**src/rpdl_pkg.sv**
```systemverilog
`default_nettype none

package rpdl_pkg;

    localparam int DATA_W    = 10;
    localparam int READ_W    = 6;
    localparam int CFG_IDX_W = 3;

    localparam logic [CFG_IDX_W-1:0] CFG_HIGH_TARGET    = 3'd0;
    localparam logic [CFG_IDX_W-1:0] CFG_LOW_TARGET     = 3'd1;
    localparam logic [CFG_IDX_W-1:0] CFG_LEVEL_INVERT   = 3'd2;
    localparam logic [CFG_IDX_W-1:0] CFG_HILO_REFERENCE = 3'd3;
    localparam logic [CFG_IDX_W-1:0] CFG_COT_SELECT     = 3'd4;
    localparam logic [CFG_IDX_W-1:0] CFG_PWR_SELECT     = 3'd5;
    localparam logic [CFG_IDX_W-1:0] CFG_MANUAL_ENABLE  = 3'd6;
    localparam logic [CFG_IDX_W-1:0] CFG_MANUAL_CODE    = 3'd7;

    localparam int DEAD_BAND       = 6;
    localparam int TABLE_INTERVALS = 20;

    localparam logic [DATA_W-1:0] DRIVE_UP_LIMIT   = 10'd1010;
    localparam logic [DATA_W-1:0] DRIVE_DOWN_LIMIT = 10'd150;
    localparam logic [DATA_W-1:0] DRIVE_MAX        = 10'd1023;

    localparam logic [DATA_W-1:0] BOUND_TAB [TABLE_INTERVALS+1] = '{
        10'd80,  10'd102, 10'd118, 10'd127, 10'd143, 10'd167, 10'd183,
        10'd208, 10'd226, 10'd257, 10'd288, 10'd322, 10'd360, 10'd400,
        10'd446, 10'd505, 10'd564, 10'd645, 10'd722, 10'd818, 10'd992
    };

    localparam logic [READ_W-1:0] READING_TAB [TABLE_INTERVALS] = '{
        6'd20, 6'd21, 6'd22, 6'd23, 6'd24, 6'd25, 6'd26, 6'd27, 6'd28, 6'd29,
        6'd30, 6'd31, 6'd32, 6'd33, 6'd34, 6'd35, 6'd36, 6'd37, 6'd38, 6'd39
    };

    typedef struct packed {
        logic [DATA_W-1:0] high_target;
        logic [DATA_W-1:0] low_target;
        logic              level_invert;
        logic              hilo_reference;
        logic              cot_select;
        logic              pwr_select;
        logic              manual_enable;
        logic [DATA_W-1:0] manual_code;
    } t_cfg;

    typedef struct packed {
        logic [DATA_W-1:0] adc_sample;
        logic              standby_level;
        logic              hilo_level;
        logic              tick_100ms;
    } t_req;

    typedef struct packed {
        logic              dac_write;
        logic [DATA_W-1:0] dac_code;
        logic              power_enable;
        logic              reinit_request;
        logic              power_valid;
        logic [READ_W-1:0] power_reading;
    } t_res;

    typedef struct packed {
        logic [DATA_W-1:0] drive_code;
        logic              enable_prev;
    } t_loop_state;

    function automatic logic [READ_W-1:0] power_lookup(input logic [DATA_W-1:0] sample);
        logic [READ_W-1:0] reading;
        reading = '0;
        for (int i = 0; i < TABLE_INTERVALS; i++) begin
            if (sample >= BOUND_TAB[i] && sample < BOUND_TAB[i+1]) begin
                reading = READING_TAB[i];
            end
        end
        return reading;
    endfunction

endpackage

`default_nettype wire

```
**src/rpdl_in_if.sv**
```systemverilog
`default_nettype none

interface rpdl_in_if
    import rpdl_pkg::*;
();
    logic              valid;
    logic              ready;
    logic [DATA_W-1:0] adc_sample;
    logic              standby_level;
    logic              hilo_level;
    logic              tick_100ms;

    modport source (
        output valid, adc_sample, standby_level, hilo_level, tick_100ms,
        input  ready
    );
    modport sink (
        input  valid, adc_sample, standby_level, hilo_level, tick_100ms,
        output ready
    );
endinterface

`default_nettype wire

```
**src/rpdl_out_if.sv**
```systemverilog
`default_nettype none

interface rpdl_out_if
    import rpdl_pkg::*;
();
    logic              valid;
    logic              ready;
    logic              dac_write;
    logic [DATA_W-1:0] dac_code;
    logic              power_enable;
    logic              reinit_request;
    logic              power_valid;
    logic [READ_W-1:0] power_reading;

    modport source (
        output valid, dac_write, dac_code, power_enable, reinit_request,
               power_valid, power_reading,
        input  ready
    );
    modport sink (
        input  valid, dac_write, dac_code, power_enable, reinit_request,
               power_valid, power_reading,
        output ready
    );
endinterface

`default_nettype wire

```
**src/rpdl_step.sv**
```systemverilog
`default_nettype none

module rpdl_step
    import rpdl_pkg::*;
(
    input  t_req        i_req,
    input  t_cfg        i_cfg,
    input  t_loop_state i_state,
    output t_res        o_res,
    output t_loop_state o_state
);

    localparam logic signed [DATA_W:0] DB_POS = (DATA_W+1)'(DEAD_BAND);
    localparam logic signed [DATA_W:0] DB_NEG = -DB_POS;
    localparam logic [DATA_W:0]        STEP   = (DATA_W+1)'(DEAD_BAND / 2);

    logic                     en;
    logic                     rise;
    logic                     zero_wr;
    logic                     sel;
    logic [DATA_W-1:0]        target;
    logic signed [DATA_W:0]   diff;
    logic                     out_band;
    logic [DATA_W-1:0]        drv_start;
    logic [DATA_W-1:0]        drv_next;
    logic [DATA_W:0]          drv_up;
    logic [READ_W-1:0]        reading;

    assign en        = i_req.standby_level ^ (i_cfg.cot_select == i_cfg.pwr_select);
    assign rise      = !i_state.enable_prev && en;
    assign zero_wr   = !en && i_cfg.cot_select;
    assign sel       = i_cfg.level_invert ^ (i_req.hilo_level == i_cfg.hilo_reference);
    assign target    = sel ? i_cfg.low_target : i_cfg.high_target;
    assign diff      = $signed({1'b0, i_req.adc_sample}) - $signed({1'b0, target});
    assign out_band  = (diff > DB_POS) || (diff < DB_NEG);
    assign drv_start = rise ? '0 : i_state.drive_code;
    assign drv_up    = {1'b0, drv_start} + STEP;
    assign reading   = power_lookup(i_req.adc_sample);

    always_comb begin
        drv_next = drv_start;
        if (out_band) begin
            if (diff < 0) begin
                if (drv_start <= DRIVE_UP_LIMIT) begin
                    drv_next = drv_up[DATA_W] ? DRIVE_MAX : drv_up[DATA_W-1:0];
                end
            end else if (drv_start >= DRIVE_DOWN_LIMIT) begin
                drv_next = drv_start - STEP[DATA_W-1:0];
            end
        end
    end

    always_comb begin
        o_res   = '0;
        o_state = i_state;
        if (i_cfg.manual_enable) begin
            o_res.power_enable = i_state.enable_prev;
            if (i_req.tick_100ms) begin
                o_res.dac_write     = 1'b1;
                o_res.dac_code      = i_cfg.manual_code;
                o_res.power_valid   = 1'b1;
                o_res.power_reading = reading;
            end
        end else begin
            o_res.power_enable   = en;
            o_res.reinit_request = rise;
            o_res.power_valid    = 1'b1;
            o_res.power_reading  = reading;
            o_res.dac_write      = zero_wr || out_band;
            o_res.dac_code       = out_band ? drv_next : '0;
            o_state.drive_code   = drv_next;
            o_state.enable_prev  = en;
        end
    end

endmodule

`default_nettype wire

```
**src/rf_power_deadband_loop.sv**
```systemverilog
// rf power deadband loop
// requests arrive on i_in (valid/ready): one converter sample with the standby,
// high/low and 100 ms tick discretes. every request yields exactly one result on
// o_out: dac write strobe and code, amplifier enable, reinit flag, power reading.
// configuration is written through i_cfg_we / i_cfg_idx / i_cfg_data while idle;
// the user is bound to this; the block does not enforce it. each accepted request
// moves from the input register to the result register, which drives o_out.valid.
// throughput: one request per cycle while o_out.ready keeps up; one pass of loop
// logic feeds the result register, and the drive state updates on that same edge.
// i_in.ready is high while the input register is empty or moves on into the
// result register, so a new request is taken while a finished result still waits.
// when the receiver stalls, the result holds, the input register fills, then
// i_in.ready drops until the result is taken.
// synchronous reset clears the configuration, drive code, enable history and
// both valid flags.
`default_nettype none

module rf_power_deadband_loop
    import rpdl_pkg::*;
(
    input  wire logic                 i_clk,
    input  wire logic                 i_rst_n,
    input  wire logic                 i_cfg_we,
    input  wire logic [CFG_IDX_W-1:0] i_cfg_idx,
    input  wire logic [DATA_W-1:0]    i_cfg_data,
    rpdl_in_if.sink                   i_in,
    rpdl_out_if.source                o_out
);

    t_cfg        r_cfg;
    t_cfg        n_cfg;
    logic        r_in_vld;
    t_req        r_in;
    logic        r_out_vld;
    t_res        r_out;
    t_loop_state r_state;
    t_res        step_res;
    t_loop_state step_state;
    logic        advance;
    logic        in_fire;

    assign advance  = !r_out_vld || o_out.ready;
    assign i_in.ready = !r_in_vld || advance;
    assign in_fire  = i_in.valid && i_in.ready;

    rpdl_step u_step (
        .i_req   (r_in),
        .i_cfg   (r_cfg),
        .i_state (r_state),
        .o_res   (step_res),
        .o_state (step_state)
    );

    always_comb begin
        n_cfg = r_cfg;
        if (i_cfg_we) begin
            unique case (i_cfg_idx)
                CFG_HIGH_TARGET:    n_cfg.high_target    = i_cfg_data;
                CFG_LOW_TARGET:     n_cfg.low_target     = i_cfg_data;
                CFG_LEVEL_INVERT:   n_cfg.level_invert   = i_cfg_data[0];
                CFG_HILO_REFERENCE: n_cfg.hilo_reference = i_cfg_data[0];
                CFG_COT_SELECT:     n_cfg.cot_select     = i_cfg_data[0];
                CFG_PWR_SELECT:     n_cfg.pwr_select     = i_cfg_data[0];
                CFG_MANUAL_ENABLE:  n_cfg.manual_enable  = i_cfg_data[0];
                CFG_MANUAL_CODE:    n_cfg.manual_code    = i_cfg_data;
                default:            n_cfg = r_cfg;
            endcase
        end
    end

    always_ff @(posedge i_clk) begin
        if (!i_rst_n) begin
            r_cfg     <= '0;
            r_in_vld  <= 1'b0;
            r_out_vld <= 1'b0;
            r_state   <= '0;
        end else begin
            r_cfg <= n_cfg;
            if (i_in.ready) begin
                r_in_vld <= i_in.valid;
            end
            if (advance) begin
                r_out_vld <= r_in_vld;
                if (r_in_vld) begin
                    r_state <= step_state;
                end
            end
        end
    end

    // payload registers
    always_ff @(posedge i_clk) begin
        if (in_fire) begin
            r_in.adc_sample    <= i_in.adc_sample;
            r_in.standby_level <= i_in.standby_level;
            r_in.hilo_level    <= i_in.hilo_level;
            r_in.tick_100ms    <= i_in.tick_100ms;
        end
        if (advance && r_in_vld) begin
            r_out <= step_res;
        end
    end

    assign o_out.valid          = r_out_vld;
    assign o_out.dac_write      = r_out.dac_write;
    assign o_out.dac_code       = r_out.dac_code;
    assign o_out.power_enable   = r_out.power_enable;
    assign o_out.reinit_request = r_out.reinit_request;
    assign o_out.power_valid    = r_out.power_valid;
    assign o_out.power_reading  = r_out.power_reading;

endmodule

`default_nettype wire

```
**src/flat_wrapper.sv**
```systemverilog
// flat-port wrapper written by rule: the top's interface ports become plain ports
module rf_power_deadband_loop_flat import rpdl_pkg::*;
  (i_clk, i_rst_n, i_cfg_we, i_cfg_idx, i_cfg_data, i_in_valid, i_in_adc_sample, i_in_standby_level, i_in_hilo_level, i_in_tick_100ms, i_in_ready, o_out_valid, o_out_dac_write, o_out_dac_code, o_out_power_enable, o_out_reinit_request, o_out_power_valid, o_out_power_reading, o_out_ready);
  rpdl_in_if i_in_i ();
  rpdl_out_if o_out_i ();
  input  wire logic i_clk;
  input  wire logic i_rst_n;
  input  wire logic i_cfg_we;
  input  wire logic [CFG_IDX_W-1:0] i_cfg_idx;
  input  wire logic [DATA_W-1:0] i_cfg_data;
  input wire logic [$bits(i_in_i.valid)-1:0] i_in_valid;
  input wire logic [$bits(i_in_i.adc_sample)-1:0] i_in_adc_sample;
  input wire logic [$bits(i_in_i.standby_level)-1:0] i_in_standby_level;
  input wire logic [$bits(i_in_i.hilo_level)-1:0] i_in_hilo_level;
  input wire logic [$bits(i_in_i.tick_100ms)-1:0] i_in_tick_100ms;
  output wire logic [$bits(i_in_i.ready)-1:0] i_in_ready;
  output wire logic [$bits(o_out_i.valid)-1:0] o_out_valid;
  output wire logic [$bits(o_out_i.dac_write)-1:0] o_out_dac_write;
  output wire logic [$bits(o_out_i.dac_code)-1:0] o_out_dac_code;
  output wire logic [$bits(o_out_i.power_enable)-1:0] o_out_power_enable;
  output wire logic [$bits(o_out_i.reinit_request)-1:0] o_out_reinit_request;
  output wire logic [$bits(o_out_i.power_valid)-1:0] o_out_power_valid;
  output wire logic [$bits(o_out_i.power_reading)-1:0] o_out_power_reading;
  input wire logic [$bits(o_out_i.ready)-1:0] o_out_ready;
  assign i_in_i.valid = i_in_valid;
  assign i_in_i.adc_sample = i_in_adc_sample;
  assign i_in_i.standby_level = i_in_standby_level;
  assign i_in_i.hilo_level = i_in_hilo_level;
  assign i_in_i.tick_100ms = i_in_tick_100ms;
  assign i_in_ready = i_in_i.ready;
  assign o_out_valid = o_out_i.valid;
  assign o_out_dac_write = o_out_i.dac_write;
  assign o_out_dac_code = o_out_i.dac_code;
  assign o_out_power_enable = o_out_i.power_enable;
  assign o_out_reinit_request = o_out_i.reinit_request;
  assign o_out_power_valid = o_out_i.power_valid;
  assign o_out_power_reading = o_out_i.power_reading;
  assign o_out_i.ready = o_out_ready;
  rf_power_deadband_loop u_core (.i_clk(i_clk), .i_rst_n(i_rst_n), .i_cfg_we(i_cfg_we), .i_cfg_idx(i_cfg_idx), .i_cfg_data(i_cfg_data), .i_in(i_in_i), .o_out(o_out_i));
endmodule
```
**config.mk**
```make
export PLATFORM = sky130hd
export DESIGN_NAME = rf_power_deadband_loop_flat
export DESIGN_NICKNAME = d
export VERILOG_FILES = /design/src/rpdl_pkg.sv /design/src/rpdl_in_if.sv /design/src/rpdl_out_if.sv /design/src/rpdl_step.sv /design/src/rf_power_deadband_loop.sv /design/src/flat_wrapper.sv
export SDC_FILE = /design/constraint.sdc
export NUM_CORES = 1
export LEC_CHECK = 0
export ABC_AREA = 1
export CORE_MARGIN = 2
export CORE_UTILIZATION = 45
export CTS_CLUSTER_DIAMETER = 150
export DETAILED_ROUTE_END_ITERATION = 10
export DONT_BUFFER_PORTS = 1
export PLACE_DENSITY = 0.74
export REMOVE_ABC_BUFFERS = 1
export SLEW_MARGIN = 20
export SYNTH_ARGS = -nofsm -noshare
export SYNTH_HDL_FRONTEND = slang
export SYNTH_HIERARCHICAL = 1
export SYNTH_SLANG_ARGS = --single-unit
```
**constraint.sdc**
```tcl
create_clock -name i_clk -period 3.35 [get_ports i_clk]
set_input_delay 0.67 -clock i_clk [delete_from_list [all_inputs] [get_ports i_clk]]
set_output_delay 0.67 -clock i_clk [all_outputs]
set_load 0.05 [all_outputs]
```
After elaboration in Yosys (flattened, before gate mapping)
Cells that the tools add are included.
{"block": "op_classes", "reduce_logical": 42, "eq_ne": 9, "n_addsub": 3, "n_mux": 32, "order_cmp": 45, "n_bitwise": 3}
{"op": "two-way mux 6 bit", "n": 20}
{"op": "two-way mux 10 bit", "n": 8}
{"op": ">= comparator 10 x 9 -> 1 bit, second input constant", "n": 7}
{"op": "less-than comparator 10 x 9 -> 1 bit, second input constant", "n": 7}
{"op": ">= comparator 10 x 8 -> 1 bit, second input constant", "n": 6}
{"op": "less-than comparator 10 bit, second input constant", "n": 5}
{"op": "less-than comparator 10 x 8 -> 1 bit, second input constant", "n": 5}
{"op": ">= comparator 10 bit, second input constant", "n": 4}
{"op": ">= comparator 10 x 7 -> 1 bit, second input constant", "n": 4}
{"op": "less-than comparator 10 x 7 -> 1 bit, second input constant", "n": 3}
{"op": "logical AND 1 bit", "n": 24}
{"op": "AND reduction 2 bit", "n": 8}
{"op": "equality test 3 bit, second input constant", "n": 4}
{"op": "two-way mux 12 bit", "n": 1}
{"op": "adder 10 x 2 -> 11 bit, second input constant", "n": 1}
{"op": "> comparator 11 x 4 -> 1 bit, second input constant", "n": 1}
{"op": "less-than comparator 11 x 1 -> 1 bit, second input constant", "n": 1}
{"op": "less-than comparator 11 x 4 -> 1 bit, second input constant", "n": 1}
{"op": "two-way mux 11 bit", "n": 1}
{"op": "subtractor 10 x 10 -> 11 bit", "n": 1}
{"op": "<= comparator 10 bit, second input constant", "n": 1}
{"op": "subtractor 10 x 2 -> 10 bit, second input constant", "n": 1}
{"op": "two-way mux 7 bit", "n": 1}
{"op": "equality test 3 x 2 -> 1 bit, second input constant", "n": 2}
{"op": "other kinds (9)", "n": 17}
{"block": "word_totals", "in_bits": 31, "wordCells": 156, "reg_bits": 81, "out_inout_bits": 22}

Logic depth before layout (Yosys ltp)
Gate-level depths: netlist of run 1.
{"block": "logic_depth", "depth_word": 24, "ltp_mapped": 25, "depth_no_buf": 24}

Cells and area by module
Netlist of run 1, hierarchy kept.
{"mod": "rf_power_deadband_loop", "instances": 1, "seq_area_each_um2": 1951.9, "cells_per_inst": 317, "area_each_um2": 2969.1}
{"mod": "rpdl_step", "instances": 1, "seq_area_each_um2": 0.0, "cells_per_inst": 554, "area_each_um2": 2683.8}

Worst setup path after synthesis of run 1
OpenSTA, ideal clock, no wires.
{"block": "synth_timing", "path_kind": "register to register", "startpoint": "register u_core/r_in[1] (netlist bit)", "endpoint": "register u_core/r_state[10] (netlist bit)", "path_buffers": 1, "arrival_time_ns": 3.225, "setup_time_ns": 0.113, "synth_period_minus_slack_ns": 3.339, "setup_slack_ns": 0.011, "stages_incl_launch_ff": 23, "required_time_ns": 3.237, "cell_sequence": "edfxtp_1 -> xnor2_1 -> or2_2 -> nand2_1 -> mux2_2 -> ha_1 -> inv_1 -> fa_1 -> nand3_1 -> nand3_1 -> xnor2_1 -> nor2_1 -> and2_0 -> nand3_1 -> nand2_2 -> buf_4 -> nand3_1 -> nand2_1 -> inv_1 -> nand2_1 -> nand3b_1 -> nand2_1 -> nor2_1"}
{"block": "synth_via", "elab_chain_cells": 7, "word_cells_on_any_way": 10, "cone_classes": "1 x add/sub; 3 x order compare; 1 x eq/ne; 3 x mux; 1 x bitwise; 1 x reduce/logical"}
{"item": "start: declaration", "line": "rf_power_deadband_loop.sv:33", "text": "t_req r_in;"}
{"item": "equality test 1 bit (*)", "line": "rpdl_step.sv:32", "text": "assign sel = i_cfg.level_invert ^ (i_req.hilo_level == i_cfg.hilo_reference);"}
{"item": "XOR 1 bit (*)", "line": "rpdl_step.sv:32"}
{"item": "two-way mux 10 bit (*)", "line": "rpdl_step.sv:33", "text": "assign target = sel ? i_cfg.low_target : i_cfg.high_target;"}
{"item": "subtractor 10 x 10 -> 11 bit (*)", "line": "rpdl_step.sv:34", "text": "assign diff = $signed({1'b0, i_req.adc_sample}) - $signed({1'b0, target});"}
{"item": "less-than comparator 11 x 1 -> 1 bit, or another cell as far along", "line": "rpdl_step.sv:43", "text": "if (diff < 0) begin"}
{"item": "two-way mux 10 bit or logical OR 1 bit (tied branches)", "line": "rpdl_step.sv:43, rpdl_step.sv:35"}
{"item": "two-way mux 10 bit (*)", "line": "rpdl_step.sv:42", "text": "if (out_band) begin"}
{"item": "end signal: assignment", "line": "rf_power_deadband_loop.sv:85", "text": "r_state <= step_state;"}
{"item": "end: declaration", "line": "rf_power_deadband_loop.sv:36", "text": "t_loop_state r_state;"}
Mark *: on every way between the ends. The rest lies on a longest branch, timed or not.
A chain may end at the register's enable or synchronous reset.

Final worst setup path of run 1
{"block": "layout_timing", "startpoint": "register u_core/r_in[1] (netlist bit)", "endpoint": "register u_core/r_state[8] (netlist bit)"}
The elaborated chain is that of the path after synthesis.

==> results by group, run 1 <==
Yosys
  – Synth Warn #: 6
  – Post-synth EDFFs: 33
  – Synth cell types: 43
  – Syn Inst Count: between 800 and 900
  – Synthesized area: 5653 sq um
  – Yosys reg bits: a little over 80
  – Top_reg_cell synth: dfxtp_1
  – Synth area leaders: edfxtp_1 (18%), dfxtp_1 (17%), nand2_1 (16%)
  – Synth area leader: edfxtp_1
  – Asr flop ratio synth: 0%
  – Seq/Total Area, Yosys: 34.53%
  – Share of the synthesized area in the top cell type: 17.53%
  – Avg Inst Size Synth: ~6.5 sq um

Floorplan
  – Starting density of the core: 46.48%
  – Core area: 12160 sq um
  – Row cnt: 40
  – Die area: between 10000 and 15000 sq um
  – Die X: 116.1 microns
  – I/O pin cnt: 53
  – DIE HEIGHT: 116.1 microns

Detailed routing
  – WL per Instance: 14.53 microns
  – Detailed-route via count: 5725
  – Starting DRT DRC Count: 567
  – 1st-pass router iterations: 5
  – Routed Antenna Nets: 0
  – # DRC: 0
  – Total wire length: 15360 microns
  – DR vias/cell: 5.416

Critical path
  – Crit path kind: flip-flop to flip-flop
  – CP endpoint kind: flip-flop
  – Critical Path AT: 3.64 ns
  – Req. time, crit path: 3.63 ns
  – R2R depth: 22
  – Worst Path Max Fanout: 6
  – Startpoint Class: flip-flop

Layout
  – Area grow syn2layout: 16.67%
  – Layout cells sized above 1: a little over an eighth
  – Fin nets: between 900 and 1000
  – Commonest cells after routing, fill and taps aside: nand2_1 (235), nor2_1 (148), inv_1 (105), nand3_1 (89), dfxtp_1 (48)
  – Fill cells: 1136
  – Cell Count, Final, Fillers Out: 1057
  – Final core occ: 54.23%
  – ANT cells: 0
  – Most common cell after layout, fill and taps aside: nand2_1

GRT
  – Global-route wire length before repair: around 24000 microns
  – Vias in the first global route: 4845
  – Largest net degree at the start of global routing: 48
  – Remaining global-route overflow: 0
  – Initial antenna violation count: 0
  – Tot GR Track Use: 22.57%

Placement
  – Placed insts: 1028
  – Gpl congestion: 0.9401
  – PortBufs: 0
  – Dpl hpwl: 10670 microns

STA
  – RSZ-0062 raised after global routing: true
  – Worst setup margin: -0.01286 ns
  – Final Skew: between 0.01 and 0.015 ns
  – Final Hold Fails: 0
  – Worst Max-Slew Pin Slew: 1.005 ns
  – Max Clock Freq: 0.2974 GHz
  – # setup viols final: 3
  – Final worst path period share: 100.4%
  – Slew Limit Fails: 0
  – Minimum clock period: around 3.4 ns
  – Max-slew headroom: 32.86%

Clocking
  – CTS Buf Count: 9
  – H-tree depth: 3
  – Worst skew pair latency: 0.35 ns
  – CTS tree: done
  – Clock transition at the registers of the reported paths: approximately 0.060 ns
  – Clk sink count: 81
  – CTS root buffer: clkbuf_16
  – CTS Buffer Depth: 2

Job
  – Max Cap Viol: 0

Pwr
  – Leakage power: between 3 and 4 nW
  – Internal: 1.974 mW
  – Net switching power figure: ~0.93 mW
  – Switching Share: 32.06%
  – Peak VDD IR: 0.2531 mV
  – Total Power: 2.905 mW
  – Register share of total power: 42.0%
  – Clock power share: 35.1%
  – Pwr/cell area: 440.5 nW/um^2
  – Logic pwr share: 23.0%

Min path
  – Depth of the worst hold-timing path: 0
  – Hold Path Class: input pin to flip-flop

Outcome
  – Failing checks: negative setup slack
  – Outcome: finished with violations
-- power groups by stage --
stage               combinational [mW]  sequential (mW)  clock, mW
global route                     0.738             1.23       1.07
CTS                              0.554             1.21       1.04
detailed placement               0.548             1.23          0
floorplan                        0.416             1.22          0
global placement                 0.546             1.23          0
finish                           0.667             1.22       1.02
-- cell usage after synthesis, drive strengths merged, types with 14 or more instances --
cell      n
a21oi    25
nand4    15
nand3   107
nand2   252
o21ai    19
nor3     14
nor2    160
edfxtp   33
dfxtp    48
buf      20
inv     110
nand3b   15
-- metrics by stage --
step           setup TNS [ns]  instance area (sq um)  hold slack, ns  setup WS [ns]
2_1_floorplan          -3.117                   5509          0.4492        -0.2310
3_3_place_gp        -0.008669                   5837          0.4618      -0.005776
3_5_place_dp         -0.04026                   5837          0.4721       -0.03113
4_1_cts                     0                   6181          0.4032       0.004013
5_1_grt                -3.038                   6595          0.3991        -0.2942
6_report             -0.02202                   6595          0.4149       -0.01286
-- area by class of cell --
class	instances	area, sq um	share of cell area (%)
clock buffer	14	296.5	4.496
clock inverter	2	17.52	0.2656
inverter	111	419.2	6.356
multi-input combinational	656	3488	52.89
sequential	81	1952	29.60
tap	168	210.2	3.187
timing repair buffer	25	211.5	3.206
-- worst max-delay path: stages (launching register included) --
cell      delay, ns
edfxtp_1       0.42
xnor2_2        0.17
or2_4          0.24
nand2_4        0.10
buf_12         0.15
mux2i_4        0.27
ha_4           0.24
nand2_1        0.08
nand2_1        0.11
inv_1          0.12
nand3_1        0.10
nand2_1        0.08
nand2_1        0.10
nand2_1        0.10
nor2_2         0.04
nand4_1        0.16
nand2_4        0.12
nor2_4         0.20
nand3_2        0.12
nand3_1        0.09
nand3b_1       0.11
nand2_1        0.06
nor2_1         0.11
-- path summary, 6_finish.rpt --
kind         slack [ns]                             end                          from
max               -0.01  u_core/r_state[8]$_SDFFE_PN0P_      u_core/r_in[1]$_DFFE_PP_
min                0.41        u_core/r_in[5]$_DFFE_PP_            i_in_adc_sample[2]
max reg2reg       -0.01  u_core/r_state[8]$_SDFFE_PN0P_      u_core/r_in[1]$_DFFE_PP_
min reg2reg        0.49    u_core/r_cfg[6]$_SDFFE_PN0P_  u_core/r_cfg[6]$_SDFFE_PN0P_
-- cell families (layout without fill, tap and decap cells) --
kind of cell | count (synthesis) | in the layout | synth area share (%)
mux | 10 | 10 | 1.793
buf+inv | 135 | 152 | 9.916
flops | 81 | 81 | 34.53
compound gates | 59 | 59 | 6.020
simple gates | 567 | 568 | 43.74
fa+ha+maj | 14 | 14 | 3.232
xor+xnor | 5 | 5 | 0.7746
-- per-layer routing --
layer	GRT usage, %	up-vias	wire length, microns
met5	0	-	0
met4	6.667	0	303
met3	5.021	28	1350
met2	34.66	280	6954
met1	31.90	2592	6751
li1	-	2825	-
-- repair_timing --
action                                  4_1_cts  5_1_grt
hold buffers                                  0        0
gates cloned                                  1        0
gates resized for setup                       3       67
pin swaps                                     3       39
endpoints found under the setup margin        8       20
setup buffers                                 2       10
-- state kept, by name, indices dropped and copies added, names as in the netlist --
name and cells:
u_core/o_out.dac_code 10, u_core/o_out.power_reading 6, u_core/r_state 11, u_core/o_out.valid 1, u_core/o_out.reinit_request 1, u_core/r_cfg 35, u_core/r_in 13, u_core/r_in_vld 1
u_core/o_out.dac_write 1, u_core/o_out.power_enable 1, u_core/o_out.power_valid 1
(Power assumes the default switching activity.)
==> run 2, diff against run 1 <==
--- a/config.mk
+++ b/config.mk
@@ -8,7 +8,6 @@
 export ABC_AREA = 1
 export CORE_MARGIN = 2
 export CORE_UTILIZATION = 45
-export CTS_CLUSTER_DIAMETER = 150
 export DETAILED_ROUTE_END_ITERATION = 10
 export DONT_BUFFER_PORTS = 1
 export PLACE_DENSITY = 0.74
==> constraint.sdc (replaced) <==
create_clock -name i_clk -period 2.9 [get_ports i_clk]
set_input_delay 0.58 -clock i_clk [delete_from_list [all_inputs] [get_ports i_clk]]
set_output_delay 0.58 -clock i_clk [all_outputs]
set_load 0.05 [all_outputs]
==> results by group, run 2 (synthesized netlist as in run 1, its figures left out) <==
Outcome
  – Outcome: finished with violations
  – Failing checks: negative setup slack

Detailed routing
  – # DRC: 0
  – DR vias/cell: 5.331
  – Top sig layer: met4
  – Total wire length: 15530 microns
  – Met3 WL post-DR: about 1400 microns
  – Met1 WL: 6819 microns
  – WL per Instance: 14.40 microns
  – Starting DRT DRC Count: a little under 600
  – Met2 wire len: 6980 microns
  – Detailed-route via count: 5747
  – 1st-pass router iterations: 5
  – Routed Antenna Nets: 0

Min path
  – Depth of the worst hold-timing path: 0
  – Hold Startpoint: i_in_adc_sample[6]
  – Hold path endpoint: u_core/r_in[9]$_DFFE_PP_
  – Hold Path Class: input pin to flip-flop

Clocking
  – Worst skew pair latency: 0.35 ns
  – CTS root buffer: clkbuf_16
  – CTS Buffer Depth: 2
  – Clk sink count: 81
  – Clock transition at the registers of the reported paths: ~0.060 ns
  – H-tree depth: 3
  – CTS Buf Count: 9
  – Cts hold-fix bufs: 0
  – CTS tree: done

STA
  – Slew Limit Fails: 0
  – Hold Slack: 0.3306 ns
  – Max-slew headroom: 45.45%
  – Worst Max-Slew Pin Slew: just over 0.8 ns
  – Minimum clock period: 3.277 ns
  – Max Clock Freq: 0.3051 GHz
  – Final worst path period share: 113.0%
  – # setup viols final: 21
  – RSZ-0062 raised after global routing: true
  – Setup TNS Final: -6.454 ns
  – Final Skew: 0.01240 ns
  – Final Hold Fails: 0
  – Worst setup margin: -0.3774 ns

Layout
  – Fin nets: 950
  – ANT cells: 0
  – Fill cells: 1117
  – Layout cells sized above 1: ~15%
  – Commonest cells after routing, fill and taps aside: nand2_1 (226), nor2_1 (148), inv_1 (105), nand3_1 (92), dfxtp_1 (48)
  – Largest register by flop count: u_core/r_cfg
  – Most common cell after layout, fill and taps aside: nand2_1
  – Max FFs per register: 35
  – Area grow syn2layout: 18.19%
  – Top flop regs: u_core/r_cfg (35), u_core/r_in (13), u_core/r_state (11)

Critical path
  – CP max stage cell: fa_2
  – CP cell instances: xnor2_2, or2_4, nand2_4, mux2_4, ha_4, inv_2, fa_2, inv_2, nor3_1, nand3b_1, nor2_1, nand4_1, nand2_4, nor2_4, nand3_2, nand3_1, nand3b_1, nand2_1, nor2_1
  – Startpoint Class: flip-flop
  – CP endpoint kind: flip-flop
  – Worst Path Max Fanout: 5
  – Crit-path max cell delay: 0.44 ns
  – R2R depth: 19
  – R2R Path End: u_core/r_state[8]$_SDFFE_PN0P_
  – Reg-to-Reg Start: u_core/r_in[1]$_DFFE_PP_
  – R2R setup slack: -0.38 ns
  – Crit path kind: flip-flop to flip-flop
  – Req. time, crit path: 3.14 ns
  – Critical Path AT: about 3.5 ns

Pwr
  – Leakage power: 3.087 nW
  – Total Power: around 3.4 mW
  – Pwr/cell area: 502.7 nW/um^2
  – Peak VDD IR: 0.3516 mV

Floorplan
  – Core area: 12160 sq um
  – Die X: 116.1 microns
  – Starting density of the core: between 40% and 50%
  – I/O pin cnt: between 50 and 60
  – Row cnt: 40
  – DIE HEIGHT: 116.1 microns
  – Die area: 13470 sq um

Placement
  – Dpl hpwl: 10840 microns
  – Gpl congestion: 0.9474
  – PortBufs: 0

GRT
  – Remaining global-route overflow: 0
  – Largest net degree at the start of global routing: 48
  – Global-route wire length before repair: 25210 microns
  – Vias in the first global route: between 5000 and 6000
  – Tot GR Track Use: 23.72%
  – Initial antenna violation count: 0

Job
  – Max Cap Viol: 0
-- run 2: cell types whose count changed in the layout (fill, tap and decap cells not counted), moves of 3 or more --
cell	change
nand2_2	+7
buf_4	+13
nand3_2	-3
mux2i_4	-4
buf_6	+8
xnor2_1	+3
nand3_1	+3
nand2_1	-9
-- run 2: layer usage --
metal,GRT usage (%),vias up
li1,-,2879
met1,31.95,2552
met2,37.50,281
met3,5.910,35
met4,7.698,0
met5,0,-
-- run 2: area by class of cell --
cell class / count / area, sq um / share of cell area (%)
inverters: 111 / 416.7 / 6.236
multi-input cells: 656 / 3415 / 51.10
clock inverters: 5 / 56.30 / 0.8427
well taps: 168 / 210.2 / 3.146
clock buffers: 11 / 232.7 / 3.483
flip-flops and latches: 81 / 1952 / 29.21
repair buffers: 46 / 399.1 / 5.974
-- run 2: timing repair --
item,4_1_cts,5_1_grt
gates resized for setup,45,30
buffers inserted,9,6
gates cloned,1,0
setup endpoints to repair,21,21
hold endpoints to repair,0,0
pin swaps,26,30
-- run 2: how the worst max path moves through the flow --
stage | start | cells past startpoint | slack [ns] | endpoint
2_1_floorplan | u_core/r_in[1]$_DFFE_PP_ | 19 | -0.68 | u_core/r_state[5]$_SDFFE_PN0P_
3_3_place_gp | u_core/r_in[1]$_DFFE_PP_ | 20 | -0.36 | u_core/r_state[7]$_SDFFE_PN0P_
3_5_place_dp | u_core/r_in[1]$_DFFE_PP_ | 20 | -0.45 | u_core/r_state[8]$_SDFFE_PN0P_
4_1_cts | u_core/r_in[1]$_DFFE_PP_ | 19 | -0.31 | u_core/r_state[5]$_SDFFE_PN0P_
5_1_grt | u_core/r_in[1]$_DFFE_PP_ | 22 | -0.60 | u_core/r_state[3]$_SDFFE_PN0P_
6_report | u_core/r_in[1]$_DFFE_PP_ | 19 | -0.38 | u_core/r_state[8]$_SDFFE_PN0P_
-- run 2: report_power, final --
| part | switching (mW) | internal (mW) |
|---|---|---|
| combinational | 0.481 | 0.344 |
| clock | 0.464 | 0.666 |
| sequential | 0.138 | 1.27 |
| total | 1.08 | 2.28 |
-- run 2: critical path: cells and delay by family, from the launching register on --
family	cells	cell delay, ns
XOR/XNOR	1	0.16
adder cells (fa/ha/maj)	2	0.60
buffers and inverters	2	0.13
flip-flops	1	0.41
multiplexers	1	0.32
AND/OR/NAND/NOR	13	1.55
-- run 2: through the flow --
step | instance area, sq um | worst slack (ns) | utilization, % | instances
after floorplan | 5509 | -0.6810 | - | 847
after global placement | 5995 | -0.3589 | 49.29 | 1049
after detailed placement | 5995 | -0.4513 | 49.29 | 1049
after CTS | 6516 | -0.3077 | 53.58 | 1075
after global routing | 6681 | -0.5950 | 54.94 | 1078
final | 6681 | -0.3774 | 54.94 | 1078
==> run 3, diff against run 2 <==
--- a/config.mk
+++ b/config.mk
@@ -6,8 +6,10 @@
 export NUM_CORES = 1
 export LEC_CHECK = 0
 export ABC_AREA = 1
+export CORE_ASPECT_RATIO = 0.6
 export CORE_MARGIN = 2
 export CORE_UTILIZATION = 45
+export CTS_BUF_LIST = sky130_fd_sc_hd__clkbuf_8 sky130_fd_sc_hd__clkbuf_16
 export DETAILED_ROUTE_END_ITERATION = 10
 export DONT_BUFFER_PORTS = 1
 export PLACE_DENSITY = 0.74
==> results by group, run 3 (synthesized netlist as in run 1, its figures left out) <==
Layout
  – Largest register by flop count: u_core/r_cfg
  – Area grow syn2layout: 21.89%
  – Final core occ: 56.76%
  – Fin nets: 952
  – ANT cells: 0
  – Layout cells sized above 1: 19.96%
  – Top flop regs: u_core/r_cfg (35), u_core/r_in (13), u_core/r_state (11)
  – Commonest cells after routing, fill and taps aside: nand2_1 (213), nor2_1 (143), inv_1 (101), nand3_1 (83), dfxtp_1 (48)
  – Max FFs per register: 35
  – Cell area after layout: just under 7000 sq um
  – Most common cell after layout, fill and taps aside: nand2_1

STA
  – Final Skew: 0.008397 ns
  – # setup viols final: 21
  – Final Hold Fails: 0
  – Max-slew headroom: between 30% and 40%
  – Hold Slack: 0.3222 ns
  – Max Clock Freq: 0.2930 GHz
  – Setup TNS Final: -8.958 ns
  – Final worst path period share: 117.7%
  – RSZ-0062 raised after global routing: true
  – Worst Max-Slew Pin Slew: slightly above 0.9 ns
  – Minimum clock period: 3.413 ns
  – Slew Limit Fails: 0
  – Worst setup margin: -0.5131 ns

GRT
  – Tot GR Track Use: 23.61%
  – Layer with the highest usage: met1
  – Global Route met1 Usage: about 38%
  – Largest net degree at the start of global routing: 48
  – Vias in the first global route: 4992
  – Global-route wire length before repair: about 26000 microns
  – Met2 Use GR: 30.83%
  – Met3 usage: 6.465%
  – Remaining global-route overflow: 0
  – Initial antenna violation count: 0

Pwr
  – Clock power share: 34.0%
  – Register share of total power: 40.9%
  – Net switching power figure: roughly 1.2 mW
  – Peak VDD IR: roughly 0.31 mV
  – Switching Share: 33.52%
  – Pwr/cell area: 497.9 nW/um^2
  – Leakage power: approximately 3.2 nW
  – Logic pwr share: 25.1%
  – Internal: 2.281 mW

Critical path
  – Critical path's most frequent cell: nand3_2
  – CP cell instances: xnor2_2, or2_4, nand2_4, mux2_4, ha_4, inv_4, fa_2, nand3_1, nand3_2, xnor2_2, nand3b_1, nor2_1, nand4_1, nand2_4, nor2_4, nand3_2, nand3_2, nand3b_1, nand2_1, nor2_1
  – Worst Path Max Fanout: 5
  – Req. time, crit path: 3.14 ns
  – Critical Path AT: 3.66 ns
  – CP endpoint kind: flip-flop
  – CP max stage cell: edfxtp_1
  – Startpoint Class: flip-flop
  – Crit path kind: flip-flop to flip-flop
  – Crit-path max cell delay: 0.43 ns

Detailed routing
  – 1st-pass router iterations: 5
  – Starting DRT DRC Count: between 600 and 700
  – Detailed-route via count: just under 6000
  – Routed Antenna Nets: 0
  – # DRC: 0
  – DR vias/cell: 5.460
  – WL per Instance: approximately 15 microns
  – Total wire length: 16360 microns

Placement
  – DP Worst Slack: -0.5486 ns
  – Area after DPL: 6036 sq um
  – PortBufs: 0
  – Gpl congestion: 0.9638
  – Dpl hpwl: 11640 microns

Clocking
  – Clock transition at the registers of the reported paths: 0.07 ns
  – CTS Buf Count: 9
  – CTS Buffer Depth: 2
  – Worst skew pair latency: roughly 0.35 ns
  – CTS root buffer: clkbuf_16
  – H-tree depth: 3
  – Clk sink count: around 80
  – CTS tree: done

Floorplan
  – Starting density of the core: 46.56%
  – Die area: 13500 sq um
  – Die X: approximately 150 microns
  – DIE HEIGHT: 90.82 microns
  – I/O pin cnt: 53
  – Row cnt: 31
  – Core area: 12140 sq um

Outcome
  – Failing checks: negative setup slack
  – Outcome: finished with violations

Job
  – Max Cap Viol: 0

Min path
  – Hold Path Class: input pin to flip-flop
==> run 3: layer usage <==
metal | vias up | wire length [microns]
met1 | 2669 | 7845
met5 | - | 0
met3 | 23 | 1797
met4 | 0 | 183
met2 | 312 | 6537
li1 | 2876 | -
==> run 3: through the flow <==
step / total power, mW / std cells
after global placement: 2.106 / 1052
after CTS: 3.314 / 1072
after global routing: 3.591 / 1077
after detailed placement: 2.109 / 1052
final: 3.431 / 1077
after floorplan: 1.886 / 847
==> run 3: area by class of cell <==
class / instances / area (sq um)
clock buffer: 11 / 264.0
clock inverter: 5 / 42.54
multi-input combinational: 656 / 3600
tap: 165 / 206.4
timing repair buffer: 48 / 406.6
inverter: 111 / 419.2
sequential: 81 / 1952
fill: 1096 / 5250
==> run 3: worst paths after layout <==
| path | from | to | slack, ns | cells after the start |
|---|---|---|---|---|
| worst max-delay path | u_core/r_in[1]$_DFFE_PP_ | u_core/r_state[8]$_SDFFE_PN0P_ | -0.51 | 20 |
| worst min-delay path | i_in_hilo_level | u_core/r_in[1]$_DFFE_PP_ | 0.32 | 0 |
| worst max register to register | u_core/r_in[1]$_DFFE_PP_ | u_core/r_state[8]$_SDFFE_PN0P_ | -0.51 | 20 |
| worst min register to register | u_core/r_cfg[4]$_SDFFE_PN0P_ | u_core/r_cfg[4]$_SDFFE_PN0P_ | 0.48 | 2 |
==> run 3: power groups by stage <==
| stage | Clock [mW] | Combinational (mW) | Sequential, mW |
|---|---|---|---|
| 6_report | 1.17 | 0.862 | 1.40 |
| 5_1_grt | 1.23 | 0.947 | 1.41 |
| 4_1_cts | 1.18 | 0.733 | 1.40 |
| 3_5_place_dp | 0 | 0.689 | 1.42 |
| 3_3_place_gp | 0 | 0.686 | 1.42 |
| 2_1_floorplan | 0 | 0.481 | 1.40 |
==> run 3: timing repair <==
item,in CTS,in global routing
buffers inserted,3,6
pin swaps,12,32
cloned,1,0
gates resized for setup,28,84
endpoints found under the setup margin,21,21
hold buffers,0,0
==> run 3: critical path: cells and delay by family, from the launching register on <==
kind	cells	cell delay [ns]
AND/OR/NAND/NOR	14	1.75
adder cells (fa/ha/maj)	2	0.52
flip-flops	1	0.43
XOR/XNOR	2	0.36
multiplexers	1	0.20
buffers and inverters	1	0.03
